===== src/hw/rtl/taac_pkg.sv =====
// ----------------------------------------------------------------------------
// taac_pkg
// Shared constants, register codes and stage control types of the temporal
// anti-aliasing neighbourhood clamp.
// ----------------------------------------------------------------------------
package taac_pkg;

    localparam int DEF_MAX_WIDTH     = 2048;
    localparam int DEF_CHANNEL_BITS  = 10;

    localparam int MAX_HEIGHT        = 4096;
    localparam int ROW_BITS          = 12;
    localparam int MIN_GEOMETRY      = 2;

    localparam int CFG_INDEX_BITS    = 2;
    localparam int CFG_DATA_BITS     = 13;
    localparam int LINE_WIDTH_BITS   = 12;
    localparam int FRAME_HEIGHT_BITS = 13;
    localparam int WEIGHT_BITS       = 9;

    localparam int RST_LINE_WIDTH    = 1920;
    localparam int RST_FRAME_HEIGHT  = 1080;
    localparam int RST_WEIGHT        = 230;
    localparam int WEIGHT_ONE        = 256;

    localparam int BLEND_ROUND       = 128;
    localparam int BLEND_SHIFT       = 8;

    localparam int NUM_RESULTS       = 4;

    typedef enum logic [CFG_INDEX_BITS-1:0] {
        REG_LINE_WIDTH     = 2'd0,
        REG_FRAME_HEIGHT   = 2'd1,
        REG_HISTORY_WEIGHT = 2'd2
    } t_cfg_reg;

    // control of an item entering the window stage
    typedef struct packed {
        logic                   valid;
        logic                   first_col;
        logic [NUM_RESULTS-1:0] emit;
    } t_win_ctrl;

    // control of an item in the result stages
    typedef struct packed {
        logic                   valid;
        logic [NUM_RESULTS-1:0] emit;
    } t_res_ctrl;

endpackage


===== src/hw/rtl/taac_blend_out.sv =====
// ----------------------------------------------------------------------------
// taac_blend_out
// History blend of up to four results per item, and the output register that
// hands them out one per cycle unless stalled; also gives pipeline advance.
// ----------------------------------------------------------------------------
module taac_blend_out #(
    parameter int CHANNEL_BITS = taac_pkg::DEF_CHANNEL_BITS
) (
    input  logic                                                    i_clk,
    input  logic                                                    i_rst_n,
    input  taac_pkg::t_res_ctrl                                     i_ctrl,
    input  logic [taac_pkg::NUM_RESULTS-1:0][2:0][CHANNEL_BITS-1:0] i_center,
    input  logic [taac_pkg::NUM_RESULTS-1:0][2:0][CHANNEL_BITS-1:0] i_clamp,
    input  logic [taac_pkg::WEIGHT_BITS-1:0]                        i_weight,
    input  logic                                                    i_tready,
    output logic                                                    o_adv,
    output logic                                                    o_tvalid,
    output logic [2:0][CHANNEL_BITS-1:0]                            o_data,
    output logic                                                    o_tlast
);
    import taac_pkg::*;

    localparam int CB = CHANNEL_BITS;
    localparam int PW = CHANNEL_BITS + WEIGHT_BITS + 2;
    localparam logic signed [PW-1:0] RND = PW'(BLEND_ROUND);

    logic [NUM_RESULTS-1:0][2:0][CB-1:0] n_res, r_res;
    logic [NUM_RESULTS-1:0]              r_pend, low, rest;
    logic [$clog2(NUM_RESULTS)-1:0]      sel;
    logic                                out_free;
    logic signed [WEIGHT_BITS:0]         wgt_s;
    logic [2:0][CB-1:0]                  r_odata;
    logic                                r_ovalid, r_olast;

    assign wgt_s = $signed({1'b0, i_weight});

    // cur + ((clamped - cur) * w + round) >> 8, same as the two-term blend
    always_comb begin
        logic signed [CB:0]   diff;
        logic signed [PW-1:0] acc;
        logic signed [PW-1:0] blend_v;
        for (int n = 0; n < NUM_RESULTS; n++) begin
            for (int k = 0; k < 3; k++) begin
                diff = $signed({1'b0, i_clamp[n][k]}) - $signed({1'b0, i_center[n][k]});
                acc  = PW'(diff) * PW'(wgt_s);
                acc  = acc + RND;
                blend_v = $signed(PW'({1'b0, i_center[n][k]})) + (acc >>> BLEND_SHIFT);
                n_res[n][k] = blend_v[CB-1:0];
            end
        end
    end

    assign out_free = !r_ovalid || i_tready;
    assign low      = r_pend & (~r_pend + NUM_RESULTS'(1));
    assign rest     = r_pend & ~low;
    // new item may enter once at most one result is left and it goes now
    assign o_adv    = out_free ? ((r_pend & (r_pend - NUM_RESULTS'(1))) == '0)
                               : (r_pend == '0);

    always_comb begin
        priority if (r_pend[0]) begin
            sel = 2'd0;
        end else if (r_pend[1]) begin
            sel = 2'd1;
        end else if (r_pend[2]) begin
            sel = 2'd2;
        end else begin
            sel = 2'd3;
        end
    end

    always_ff @(posedge i_clk) begin
        if (!i_rst_n) begin
            r_pend   <= '0;
            r_ovalid <= 1'b0;
        end else begin
            if (o_adv) begin
                r_pend <= i_ctrl.valid ? i_ctrl.emit : '0;
            end else if (out_free) begin
                r_pend <= rest;
            end
            if (out_free) begin
                r_ovalid <= (r_pend != '0);
            end
        end
    end

    always_ff @(posedge i_clk) begin
        if (o_adv) begin
            r_res <= n_res;
        end
        if (out_free && (r_pend != '0)) begin
            r_odata <= r_res[sel];
            r_olast <= (rest == '0);
        end
    end

    assign o_tvalid = r_ovalid;
    assign o_data   = r_odata;
    assign o_tlast  = r_olast;

endmodule

===== config.mk =====
export PLATFORM = sky130hd
export DESIGN_NAME = taac_blend_out
export DESIGN_NICKNAME = d
export VERILOG_FILES = /design/src/hw/rtl/taac_pkg.sv /design/src/hw/rtl/taac_blend_out.sv
export SDC_FILE = /design/constraint.sdc
export NUM_CORES = 2
export LEC_CHECK = 0
export BUFFER_PORTS_ARGS = -buffer_cell sky130_fd_sc_hd__buf_2
export CELL_PAD_IN_SITES_DETAIL_PLACEMENT = 0
export CELL_PAD_IN_SITES_GLOBAL_PLACEMENT = 1
export CORE_MARGIN = 5
export CORE_UTILIZATION = 47
export CTS_CLUSTER_DIAMETER = 30
export CTS_CLUSTER_SIZE = 14
export DETAILED_ROUTE_END_ITERATION = 12
export PLACE_DENSITY = 0.91
export SLEW_MARGIN = 5
export SYNTH_ARGS = -nofsm -noshare
export SYNTH_HDL_FRONTEND = slang
export SYNTH_SLANG_ARGS = --single-unit

===== constraint.sdc =====
create_clock -name i_clk -period 9.8 [get_ports i_clk]
set_input_delay 0.49 -clock i_clk [delete_from_list [all_inputs] [get_ports i_clk]]
set_output_delay 0.49 -clock i_clk [all_outputs]
set_load 0.02 [all_outputs]

# After elaboration in Yosys (flattened, before gate mapping)
# Cells that the tools add are included.
# word_totals
output_inout_bits	33
reg_bits	156
input_bits	257
# op_classes
bitwise	5
mux	9
n_addsub	38
magnitude_cmp	1
multipliers	12
reduce_logical	8
# op_table
op	n
adder 18 x 9 -> 18 bit, second input constant	12
multiplier 11 x 10 -> 18 bit	12
subtractor 10 x 10 -> 11 bit	12
adder 10 bit	12
binary-select mux 30 bit (select 2 bit)	1
two-way mux 30 bit	1
bitwise AND 4 bit	3
logical NOT 4 bit	3
two-way mux 4 bit	3
inverter 4 bit	2
adder 4 x 1 -> 4 bit, second input constant	1
two-way mux 2 bit	2
nonzero test 4 bit	1
subtractor 4 x 1 -> 4 bit, second input constant	1
< comparator 2 x 3 -> 1 bit, second input constant	1
two-way mux 1 bit	2
nonzero test 2 bit	1
logical AND 1 bit	1
logical NOT 1 bit	1
logical OR 1 bit	1

# Depth between registers and ports, before layout
# logic_depth
depth_word	7
ltp_mapped	34
depth_no_buf	34

# Least setup slack after synthesis
# Ideal clock, no wire load.
# synth_path
path_type	in2reg
from	input i_clamp[50] (netlist bit)
to	register r_res[59] (netlist bit), data pin
path_buffers	0
required_time_ps	9542
setup_time_ps	258
path_stages	34
arrival_time_ps	7849
path_slack_ps	1693
cell_sequence	inv_1 > ha_1 > inv_1 > fa_1 > a21o_1 > a21oi_1 > nor2b_1 > o21a_1 > o31ai_1 > xnor2_1 > nand2_1 > fa_1 > inv_1 > fa_1 > fa_1 > fa_1 > inv_1 > fa_1 > inv_1 > ha_1 > a21o_1 > a21o_1 > a21oi_1 > nand2_1 > and2_1 > o21a_1 > nor3_1 > nor3_1 > ha_1 > nor2_1 > o41ai_1 > xnor2_1 > xnor3_1 > xnor2_1
# synth_rtl
element	line	text
start: declaration	taac_blend_out.sv:13	input logic [taac_pkg::NUM_RESULTS-1:0][2:0][CHANNEL_BITS-1:0] i_clamp,
end signal: assignment	taac_blend_out.sv:90	r_res <= n_res;
end: declaration	taac_blend_out.sv:27	logic [NUM_RESULTS-1:0][2:0][CB-1:0] n_res, r_res;

==> impl_metrics.toml <==
[cts]
cts_setup_buffers = 0
path_clk_slew_ns = 0.07
worstSkewPairLatency_ns = 0.51
cts_resized = 0
ctsHoldBuffers = 0
cts-root-buf = "clkbuf_16"
clockBufferDepth = 2
h-tree-depth = 4
tritoncts = "done"
cts_sinks = 156
cts_buffers = 17

[synth]
yosysMostFrequentCell = "inv_1"
syn_avg_cell_area_um2 = 8.78
yosysSeqAreaShare_pct = 8.25
synth_area_mm2 = 0.0562
synthFlopType = "edfxtp_1"
synth.net_count = 8398
yosysTopAreaCellShare_pct = 32.9
yosysWarnings = 0
async_flop_share_pct = 0
yosys-top-cells-area = "fa_1 33%, ha_1 18%, inv_1 10%"
synth-seq-cells = 156
synth_cell_types = 76
synth_common_cells = "1517 x inv_1, 924 x fa_1, 816 x ha_1, 769 x nand2_1, 395 x and2_1"
synth_top_area_cell = "fa_1"
synth_cells = 6401
synth-edff-count = 151

[drt]
vias = 43030
wl_mm = 148
drc = 0
antenna_left = 0
first_iter_violations = 2592
dr_wl_met3_mm = 9.00
met1_length_mm = 62.9
drt-vias-per-instance = 5.22
first_pass_iters = 8
wl_met2_mm = 70.4
wl_per_cell_um = 18.0
top_layer_used = "met5"

[timing]
finClkSkew_ns = 0.0286
setup_slack_ns = 1.41
relSlewSlack_pct = 20.2
holdWs_ns = 0.299
max_slew.worst_pin.slew_ns = 1.19
rsz0062_at_grt = "no"
min_period_ns = 8.39
fmax_mhz = 119
finalMaxSlewViolations = 0
hold_viol = 0
min_period_over_period_pct = 85.6
fin_setup_tns_ns = 0
setup_viol = 0

[setup_path]
start_kind = "input port"
worst_path_max_delay_cell = "xor2_1"
required_ns = 10.04
critPathArrivalTime_ns = 8.63
crit_top_cell = "fa_1"
critPathMaxFanout = 9
crit_path_end_kind = "flop"
path_class = "in2reg"
slowest_delay_ns = 0.67

[grt]
grt_pass1_vias = 45193
grt_max_degree = 71
grt_first_pass_wirelength_mm = 240
groute.usage.overall_pct = 23.8
grt_overflow = 0
antenna_found_initial = 7

[final_layout]
design_area_mm2 = 0.0603
regArea_mm2 = 0.00464
area_growth_pct = 7.31
layout-drive-gt1-share_pct = 6.78
multi_input_area_mm2 = 0.0453
n_fill_cell = 10960
final_nets = 8621

[die]
core_area_mm2 = 0.118
die_area_mm2 = 0.127
die_h_um = 356
initial_core_util_pct = 47.5
top_level_ports = 290
placementRows = 126
die_w_um = 356

[worst_hold_path]
min_path_type = "in2reg"

[placed_design]
dpl-instance-area_mm2 = 0.0598
io_buffers = 289
gp_congestion = 0.908
place_ws_ns = 0.951
dp_hpwl_mm = 122

[run_status]
status = "finished clean"

[job]
maxCapViolations = 0
==> sequential cells by signal (all words and copies together), names as in the netlist <==
signal,flops
r_res,120
r_pend,4
o_data,30
o_tvalid,1
o_tlast,1
==> critical path, delay by kind of cell <==
kind	cells	cell delay [ns]
adders and majority gates	9	3.87
AOI/OAI and AO/OA	9	1.97
xor gates and xnor gates	5	1.33
and+or+nand+nor	5	0.70
buffers and inverters	4	0.27
==> per-layer routing <==
metal / vias up / track usage (%)
met3: 210 / 3.27
met4: 4 / 8.82
met2: 1118 / 40.5
li1: 20157 / -
met5: - / 0
met1: 21541 / 31.2
==> layout make-up <==
type	instances	area share, %
Tap cell	1600	3.32
Inverter	1517	9.44
Multi-Input combinational cell	4564	75.1
Clock buffer	19	0.734
Antenna cell	1	0.00415
Sequential cell	156	7.69
Timing Repair Buffer	368	3.54
Clock inverter	13	0.174
==> final timing paths <==
kind / from / endpoint / slack (ns) / depth (start not counted)
min: i_ctrl[2] / r_pend[2]$_SDFFE_PN0P_ / 0.30 / 3
max: i_center[110] / r_res[119]$_DFFE_PP_ / 1.41 / 32
max reg2reg: r_pend[0]$_SDFFE_PN0P_ / r_pend[1]$_SDFFE_PN0P_ / 6.49 / 8
min reg2reg: r_res[27]$_DFFE_PP_ / o_data[27]$_DFFE_PP_ / 0.54 / 2
==> cell usage in the layout (no fill, tap or decap), types with 26 or more instances in the layout <==
| cell type | instances |
|---|---|
| fa_1 | 924 |
| nand3_1 | 41 |
| nor2b_1 | 85 |
| xnor2_1 | 317 |
| ha_1 | 816 |
| and2_1 | 395 |
| buf_2 | 280 |
| and3_1 | 42 |
| o211ai_1 | 27 |
| a21oi_1 | 166 |
| mux2i_1 | 35 |
| nand2_1 | 768 |
| edfxtp_1 | 151 |
| o21bai_1 | 33 |
| a21o_1 | 49 |
| buf_4 | 82 |
| or3_1 | 26 |
| nand2b_1 | 79 |
| nor3_1 | 107 |
| nor2_1 | 222 |
| xor2_1 | 88 |
| o21ai_0 | 97 |
| inv_1 | 1516 |
==> kinds of logic after synthesis <==
family                     count (synthesis)  share of synthesized area, %
buffers and inverters                   1681                          11.2
AOI/OAI and AO/OA                        530                          6.28
xor gates and xnor gates                 413                          6.59
and+or+nand+nor                         1844                          15.9
adders and majority gates               1742                          51.1
muxes                                     35                         0.623
DFF                                      156                          8.25
==> stage by stage <==
stage | std cells | utilization, %
2_1_floorplan | 6401 | -
3_3_place_gp | 8205 | 50.5
3_5_place_dp | 8205 | 50.5
4_1_cts | 8237 | 50.9
5_1_grt | 8237 | 50.9
6_report | 8238 | 50.9
Power is left out: the tool's default activity adds up to more than one toggle a clock period on the data nets, which glitch-free logic cannot reach.
