==> src/hw/rtl/taac_pkg.sv <==
// ----------------------------------------------------------------------------
// taac_pkg
// Shared constants, register codes and stage control types of the temporal
// anti-aliasing neighbourhood clamp.
// ----------------------------------------------------------------------------
package taac_pkg;

    localparam int DEF_MAX_WIDTH     = 2048;
    localparam int DEF_CHANNEL_BITS  = 10;

    localparam int MAX_HEIGHT        = 4096;
    localparam int ROW_BITS          = 12;
    localparam int MIN_GEOMETRY      = 2;

    localparam int CFG_INDEX_BITS    = 2;
    localparam int CFG_DATA_BITS     = 13;
    localparam int LINE_WIDTH_BITS   = 12;
    localparam int FRAME_HEIGHT_BITS = 13;
    localparam int WEIGHT_BITS       = 9;

    localparam int RST_LINE_WIDTH    = 1920;
    localparam int RST_FRAME_HEIGHT  = 1080;
    localparam int RST_WEIGHT        = 230;
    localparam int WEIGHT_ONE        = 256;

    localparam int BLEND_ROUND       = 128;
    localparam int BLEND_SHIFT       = 8;

    localparam int NUM_RESULTS       = 4;

    typedef enum logic [CFG_INDEX_BITS-1:0] {
        REG_LINE_WIDTH     = 2'd0,
        REG_FRAME_HEIGHT   = 2'd1,
        REG_HISTORY_WEIGHT = 2'd2
    } t_cfg_reg;

    // control of an item entering the window stage
    typedef struct packed {
        logic                   valid;
        logic                   first_col;
        logic [NUM_RESULTS-1:0] emit;
    } t_win_ctrl;

    // control of an item in the result stages
    typedef struct packed {
        logic                   valid;
        logic [NUM_RESULTS-1:0] emit;
    } t_res_ctrl;

endpackage

==> src/hw/rtl/taac_window.sv <==
// ----------------------------------------------------------------------------
// taac_window
// 3x3 window and history registers, per-column minimum and maximum, then the
// four neighbourhood boxes and the history clamp.
// ----------------------------------------------------------------------------
module taac_window #(
    parameter int CHANNEL_BITS = taac_pkg::DEF_CHANNEL_BITS
) (
    input  logic                                          i_clk,
    input  logic                                          i_rst_n,
    input  logic                                          i_adv,
    input  taac_pkg::t_win_ctrl                           i_ctrl,
    input  logic [2:0][CHANNEL_BITS-1:0]                  i_top,
    input  logic [2:0][CHANNEL_BITS-1:0]                  i_mid,
    input  logic [2:0][CHANNEL_BITS-1:0]                  i_cur,
    input  logic [2:0][CHANNEL_BITS-1:0]                  i_hup,
    input  logic [2:0][CHANNEL_BITS-1:0]                  i_hist,
    output taac_pkg::t_res_ctrl                           o_ctrl,
    output logic [taac_pkg::NUM_RESULTS-1:0][2:0][CHANNEL_BITS-1:0] o_center,
    output logic [taac_pkg::NUM_RESULTS-1:0][2:0][CHANNEL_BITS-1:0] o_clamp
);
    import taac_pkg::*;

    localparam int CB = CHANNEL_BITS;

    logic [2:0][2:0][CB-1:0]          rowin;
    logic [8:0][2:0][CB-1:0]          r_win;
    logic [3:0][2:0][CB-1:0]          r_hreg;
    t_res_ctrl                        r_wctl;

    logic [2:0][2:0][CB-1:0]          n_cmin3, n_cmax3, n_cmin2, n_cmax2;
    logic [2:0][2:0][CB-1:0]          r_cmin3, r_cmax3, r_cmin2, r_cmax2;
    logic [NUM_RESULTS-1:0][2:0][CB-1:0] r_cctr, r_chist;
    t_res_ctrl                        r_cctl;

    logic [NUM_RESULTS-1:0][2:0][CB-1:0] n_kclamp;
    logic [NUM_RESULTS-1:0][2:0][CB-1:0] r_kctr, r_kclamp;
    t_res_ctrl                        r_kctl;

    assign rowin[0] = i_top;
    assign rowin[1] = i_mid;
    assign rowin[2] = i_cur;

    // window shift, or fill by replication at the first column
    always_ff @(posedge i_clk) begin
        if (!i_rst_n) begin
            r_win  <= '0;
            r_hreg <= '0;
        end else if (i_adv && i_ctrl.valid) begin
            for (int i = 0; i < 3; i++) begin
                if (i_ctrl.first_col) begin
                    r_win[i*3]     <= rowin[i];
                    r_win[i*3 + 1] <= rowin[i];
                    r_win[i*3 + 2] <= rowin[i];
                end else begin
                    r_win[i*3]     <= r_win[i*3 + 1];
                    r_win[i*3 + 1] <= r_win[i*3 + 2];
                    r_win[i*3 + 2] <= rowin[i];
                end
            end
            if (i_ctrl.first_col) begin
                r_hreg[0] <= i_hup;
                r_hreg[1] <= i_hup;
                r_hreg[2] <= i_hist;
                r_hreg[3] <= i_hist;
            end else begin
                r_hreg[0] <= r_hreg[1];
                r_hreg[1] <= i_hup;
                r_hreg[2] <= r_hreg[3];
                r_hreg[3] <= i_hist;
            end
        end
    end

    // per column: rows 0..2 and rows 1..2
    always_comb begin
        logic [CB-1:0] lo2, hi2;
        for (int j = 0; j < 3; j++) begin
            for (int k = 0; k < 3; k++) begin
                lo2 = (r_win[3 + j][k] < r_win[6 + j][k]) ? r_win[3 + j][k] : r_win[6 + j][k];
                hi2 = (r_win[3 + j][k] > r_win[6 + j][k]) ? r_win[3 + j][k] : r_win[6 + j][k];
                n_cmin2[j][k] = lo2;
                n_cmax2[j][k] = hi2;
                n_cmin3[j][k] = (r_win[j][k] < lo2) ? r_win[j][k] : lo2;
                n_cmax3[j][k] = (r_win[j][k] > hi2) ? r_win[j][k] : hi2;
            end
        end
    end

    // box per result: upper results take all rows, odd ones drop column 0
    always_comb begin
        logic [CB-1:0] lo, hi, h, a, b;
        for (int n = 0; n < NUM_RESULTS; n++) begin
            for (int k = 0; k < 3; k++) begin
                if (n < 2) begin
                    a  = (r_cmin3[1][k] < r_cmin3[2][k]) ? r_cmin3[1][k] : r_cmin3[2][k];
                    b  = (r_cmax3[1][k] > r_cmax3[2][k]) ? r_cmax3[1][k] : r_cmax3[2][k];
                    lo = (((n & 1) == 0) && (r_cmin3[0][k] < a)) ? r_cmin3[0][k] : a;
                    hi = (((n & 1) == 0) && (r_cmax3[0][k] > b)) ? r_cmax3[0][k] : b;
                end else begin
                    a  = (r_cmin2[1][k] < r_cmin2[2][k]) ? r_cmin2[1][k] : r_cmin2[2][k];
                    b  = (r_cmax2[1][k] > r_cmax2[2][k]) ? r_cmax2[1][k] : r_cmax2[2][k];
                    lo = (((n & 1) == 0) && (r_cmin2[0][k] < a)) ? r_cmin2[0][k] : a;
                    hi = (((n & 1) == 0) && (r_cmax2[0][k] > b)) ? r_cmax2[0][k] : b;
                end
                h = r_chist[n][k];
                if (h < lo) begin
                    h = lo;
                end
                if (h > hi) begin
                    h = hi;
                end
                n_kclamp[n][k] = h;
            end
        end
    end

    always_ff @(posedge i_clk) begin
        if (!i_rst_n) begin
            r_wctl <= '0;
            r_cctl <= '0;
            r_kctl <= '0;
        end else if (i_adv) begin
            r_wctl <= '{valid: i_ctrl.valid, emit: i_ctrl.emit};
            r_cctl <= r_wctl;
            r_kctl <= r_cctl;
        end
    end

    always_ff @(posedge i_clk) begin
        if (i_adv) begin
            r_cmin3   <= n_cmin3;
            r_cmax3   <= n_cmax3;
            r_cmin2   <= n_cmin2;
            r_cmax2   <= n_cmax2;
            r_cctr[0] <= r_win[4];
            r_cctr[1] <= r_win[5];
            r_cctr[2] <= r_win[7];
            r_cctr[3] <= r_win[8];
            r_chist   <= r_hreg;
            r_kctr    <= r_cctr;
            r_kclamp  <= n_kclamp;
        end
    end

    assign o_ctrl   = r_kctl;
    assign o_center = r_kctr;
    assign o_clamp  = r_kclamp;

endmodule

==> config.mk <==
export PLATFORM = sky130hd
export DESIGN_NAME = taac_window
export DESIGN_NICKNAME = d
export VERILOG_FILES = /design/src/hw/rtl/taac_pkg.sv /design/src/hw/rtl/taac_window.sv
export SDC_FILE = /design/constraint.sdc
export NUM_CORES = 2
export LEC_CHECK = 0
export BUFFER_PORTS_ARGS = -buffer_cell sky130_fd_sc_hd__buf_2
export CAP_MARGIN = 20
export CORE_MARGIN = 3
export CORE_UTILIZATION = 53
export CTS_BUF_LIST = sky130_fd_sc_hd__clkbuf_2 sky130_fd_sc_hd__clkbuf_4 sky130_fd_sc_hd__clkbuf_8
export CTS_CLUSTER_SIZE = 16
export DETAILED_ROUTE_END_ITERATION = 10
export PLACE_DENSITY = 0.78
export SLEW_MARGIN = 25
export SYNTH_ARGS = -nofsm -noshare
export SYNTH_HDL_FRONTEND = slang
export SYNTH_SLANG_ARGS = --single-unit
==> constraint.sdc <==
create_clock -name i_clk -period 9.6 [get_ports i_clk]
set_input_delay 1.92 -clock i_clk [delete_from_list [all_inputs] [get_ports i_clk]]
set_output_delay 1.92 -clock i_clk [all_outputs]
set_load 0.01 [all_outputs]
## Word-level counts from Yosys, hierarchy flattened

Index checks and enable logic that the tools add are counted.
W data, S select, Z words.

- Logic and storage cells: 302
- Input bits: 159
- Bits in registers: 1245
- Output and inout bits: 245

- Order comparisons: 84
- Reductions and logical operators: 1
- Muxes and demuxes: 88

Operators with widths:

| cell | number |
|---|---|
| $mux W10 | 84 |
| $gt A10 B10 Y1 | 42 |
| $lt A10 B10 Y1 | 42 |
| $mux W60 | 3 |
| $mux W90 | 1 |
| $logic_and A1 B1 Y1 | 1 |

## Depth between registers and ports, before layout

- Depth in word-level cells: 8
- Depth in mapped cells: 42
- Mapped depth without buffers: 39

## Worst setup path before layout

OpenSTA, ideal clock, no wires.

- Kind: register to register
- Start: register r_cmin2[33] (netlist name)
- End: register r_kclamp, in the netlist o_clamp[61], data pin
- Buffers on the path: 6
- Clock period less this slack: 7.973 ns
- Setup time: 0.272 ns
- Slack: 1.627 ns
- Arrival: 7.702 ns
- Cell stages (with the launch flop): 41
- Required time: 9.328 ns
- Cells stage by stage: edfxtp_1 -> ha_1 -> a21o_1 -> a21o_1 -> a221oi_2 -> o21ai_2 -> buf_6 -> mux2_2 -> inv_1 -> ha_1 -> a21o_1 -> a21oi_1 -> nand2_1 -> mux2_4 -> a221oi_4 -> nand2_1 -> clkbuf_1 -> a21oi_1 -> [... 5 more ...] -> or2_1 -> buf_6 -> and2_4 -> buf_6 -> mux2_4 -> ha_1 -> a21o_1 -> a21o_1 -> a21o_1 -> a21o_1 -> a211o_1 -> a21o_1 -> a21oi_1 -> or2_2 -> buf_1 -> clkbuf_1 -> o22a_1 -> o211ai_1

RTL lines:

| element | RTL line | RTL |
|---|---|---|
| from (decl) | taac_window.sv:32 | `logic [2:0][2:0][CB-1:0] r_cmin3, r_cmax3, r_cmin2, r_cmax2;` |
| from (signal assigned) | taac_window.sv:134 | `r_cmin2 <= n_cmin2;` |
| to (signal assigned) | taac_window.sv:142 | `r_kclamp <= n_kclamp;` |
| to (decl) | taac_window.sv:37 | `logic [NUM_RESULTS-1:0][2:0][CB-1:0] r_kctr, r_kclamp;` |

==> flow_metrics.env <==
export IMPL_gp_congestion=0.991
export IMPL_tritoncts="built"
export IMPL_final_common_cell="edfxtp_1"
export IMPL_cp_arrival_ns=9.70
export IMPL_crit_top_cell="a21o_1"
export IMPL_hold_viol_final=0
export IMPL_setup_viol_count_final=0
export IMPL_fin_tns_setup_ns=0
export IMPL_layout_drive_gt1_share=0.166
export IMPL_placed_cells=8582
export IMPL_core_um2=130000
export IMPL_power_density_nw_per_um2=254
export IMPL_ys_flop_type="edfxtp_1"
export IMPL_rows=132
export IMPL_max_cap_violations=0
export IMPL_finClkSkew_ns=0.0573
export IMPL_cts_hold_buf=0
export IMPL_drcViolationCount=0
export IMPL_ys_warnings_count=0
export IMPL_max_stage_delay_ns=0.56
export IMPL_cts_resized_gates=0
export IMPL_portBuffers=403
export IMPL_clkTransAtPathRegs_ns=0.07
export IMPL_final_seq_area_um2=33300
export IMPL_start_kind="flop"
export IMPL_p_leak_nw=33.1
export IMPL_yosysTopAreaCell="edfxtp_1"
export IMPL_cpMaxStageDelayCell="o21ai_2"
export IMPL_critical_path_endpoint_type="flop"
export IMPL_antenna_found_initial=28
export IMPL_numCtsBuffers=205
export IMPL_antenna_left=0
export IMPL_io_pins=404
export IMPL_required_ns=10.38
export IMPL_grt_overflow_total=0
export IMPL_relSlewSlack=0.165
export IMPL_hold_ws_ns=0.398
export IMPL_drt_iter0_markers=5763
export IMPL_ys_seq_area_frac=0.479
export IMPL_post_cts_buffers=0
export IMPL_synthTopCellsByArea="edfxtp_1 (36%), ha_1 (13%), dfxtp_1 (12%)"
export IMPL_die_y_um=368
export IMPL_cp_max_fo=27
export IMPL_clk_latency_ns=0.97
export IMPL_synth_compound_area_frac=0.156
export IMPL_yosys_area_share_simple=0.108
export IMPL_grt_pass1_vias=51000
export IMPL_crit_type="reg2reg"
export IMPL_synth_xor_area_frac=0.000252
export IMPL_synth_edf_count=840
export IMPL_wirelength_um=208000
export IMPL_dieArea_um2=136000
export IMPL_multi_input_comb_area_um2=32900
export IMPL_die_width_um=368
export IMPL_ctsRootBufferMaster="clkbuf_8"
export IMPL_fillers=10600
export IMPL_synthesis_area_um2=69600
export IMPL_dp_hpwl_um=156000
export IMPL_period_minus_slack_ns=8.92
export IMPL_cts_sinks=1245
export IMPL_layout_common_cells="edfxtp_1 (840), nand2_1 (748), ha_1 (697), inv_1 (618), o21ai_0 (493)"
export IMPL_synth_top_area_share=0.362
export IMPL_worstMarginPinSlew_ns=1.24
export IMPL_grtUsageTotal=0.300
export IMPL_totalPowerFinal_w=0.0199
export IMPL_vias=53700
export IMPL_synth_cell_types=84
export IMPL_syn_num_nets=7506
export IMPL_fin_crit_sh=0.929
export IMPL_drtPass1Iterations=6
export IMPL_async_flop_share=0
export IMPL_start_util=0.535
export IMPL_status="finished, final reports clean"
export IMPL_avgSynthCellArea_um2=10.5
export IMPL_ys_ff_latch=1245
export IMPL_num_nets_final=7903
export IMPL_vias_per_cell=5.98
export IMPL_layout_cells_non_filler=8988
export IMPL_rsz0062_at_grt="false"
export IMPL_grt_pass1_wl_um=310000
export IMPL_htreeDepth=4
export IMPL_finalMaxSlewViolations=0
export IMPL_synthMuxAreaShare=0.0822
export IMPL_hold_path_class="reg2reg"
export IMPL_clockBufferDepth=3
export IMPL_synth_top_family_by_area="compound AO/OA/AOI/OAI gates"
export IMPL_hold_depth=0
export IMPL_ir_drop_mv=0.175
export IMPL_r2r_cells=33
export IMPL_synth_fa_ha_area_frac=0.125
export IMPL_fmax_mhz=112
export IMPL_grt_max_degree=196
export IMPL_area_growth_synth_to_final_pct=12.2
export IMPL_syn_inst=6650
export IMPL_wl_per_cell_um=23.1
## cell usage after synthesis, types with 8 or more instances
| library cell | count |
|---|---|
| a21oi_1 | 277 |
| and4_1 | 9 |
| a2111oi_0 | 17 |
| nand4_1 | 102 |
| a21boi_0 | 159 |
| a311o_1 | 11 |
| nor4b_1 | 9 |
| o311ai_0 | 13 |
| nand2_1 | 749 |
| o21a_1 | 76 |
| buf_1 | 22 |
| a31oi_1 | 204 |
| o221ai_1 | 16 |
| nand4b_1 | 8 |
| dfxtp_1 | 405 |
| or4_1 | 10 |
| nor2_1 | 196 |
| clkinv_1 | 8 |
| mux2_4 | 8 |
| edfxtp_1 | 840 |
| or2_2 | 21 |
| o31ai_1 | 21 |
| o21ai_0 | 495 |
| buf_2 | 8 |
| clkbuf_1 | 247 |
| o21ai_1 | 8 |
| a221oi_1 | 13 |
| a211oi_1 | 10 |
| o211ai_1 | 38 |
| a21o_1 | 115 |
| ha_1 | 697 |
| mux2_2 | 292 |
| o211a_1 | 70 |
| inv_1 | 618 |
| mux2i_1 | 231 |
| nand3_1 | 91 |
| nand2b_1 | 225 |
| a211o_1 | 21 |
| o2111ai_1 | 8 |
| o22ai_1 | 33 |
| nor2b_1 | 90 |
| nor3_1 | 56 |
| and2_1 | 9 |
## critical path: cells and delay by family (launching register included)
| family | cells | cell delay (ns) |
|---|---|---|
| fa+ha+maj | 4 | 0.96 |
| mux | 4 | 1.44 |
| simple gates | 7 | 2.06 |
| compound gates | 16 | 3.69 |
| flops | 1 | 0.42 |
| buf+inv | 2 | 0.13 |
## worst paths after layout
| path | slack, ns | startpoint | endpoint |
|---|---|---|---|
| setup reg to reg | 0.68 | r_cmin2[34]$_DFFE_PP_ | o_clamp[68]$_DFFE_PP_ |
| setup / recovery | 0.68 | r_cmin2[34]$_DFFE_PP_ | o_clamp[68]$_DFFE_PP_ |
| hold reg to reg | 0.40 | r_cctr[1]$_DFFE_PP_ | o_center[1]$_DFFE_PP_ |
| hold / removal | 0.40 | r_cctr[1]$_DFFE_PP_ | o_center[1]$_DFFE_PP_ |
## logic make-up after synthesis
kind of cell    count (synthesis)
mux                           531
simple gates                 1594
compound gates               1673
fa+ha+maj                     697
xor+xnor                        2
buf+inv                       908
flops                        1245
## metal layers
layer | track usage | part of all wire
met1 | 0.421 | 0.42
met2 | 0.447 | 0.43
met3 | 0.0743 | 0.11
met4 | 0.114 | 0.037
met5 | 0 | 0.00057
## area by class of cell
type	count	area share
multi-input cells	4497	0.421
inverters	626	0.0301
clock inverters	92	0.0133
well taps	1742	0.0279
clock buffers	297	0.0467
diodes	17	0.000545
repair buffers	472	0.0337
flip-flops and latches	1245	0.427
## power by group
group	leakage, nW	switching [W]	internal (W)
Combinational	18.8	0.00447	0.00297
Clock	2.46	0.00229	0.00297
Sequential	11.9	0.000465	0.00670
Total	33.1	0.00722	0.0126
## flip-flops by register name (all words and copies together) (netlist names)
| signal | cells |
|---|---|
| r_win | 270 |
| o_center | 120 |
| o_clamp | 120 |
| r_cctr | 120 |
| r_chist | 120 |
| r_hreg | 120 |
| r_cmax2 | 90 |
| r_cmax3 | 90 |
| r_cmin2 | 90 |
| r_cmin3 | 90 |
| o_ctrl | 5 |
| r_cctl | 5 |
| r_wctl | 5 |
## stage by stage
step	worst slack [ns]	utilization	area [um^2]
after global routing	0.0317	0.601	78100
after CTS	0.822	0.600	78000
after detailed placement	0.868	0.564	73400
after global placement	0.970	0.564	73300
final	0.683	0.601	78100
after floorplan	1.63	-	69600
(Power assumes the default switching activity.)
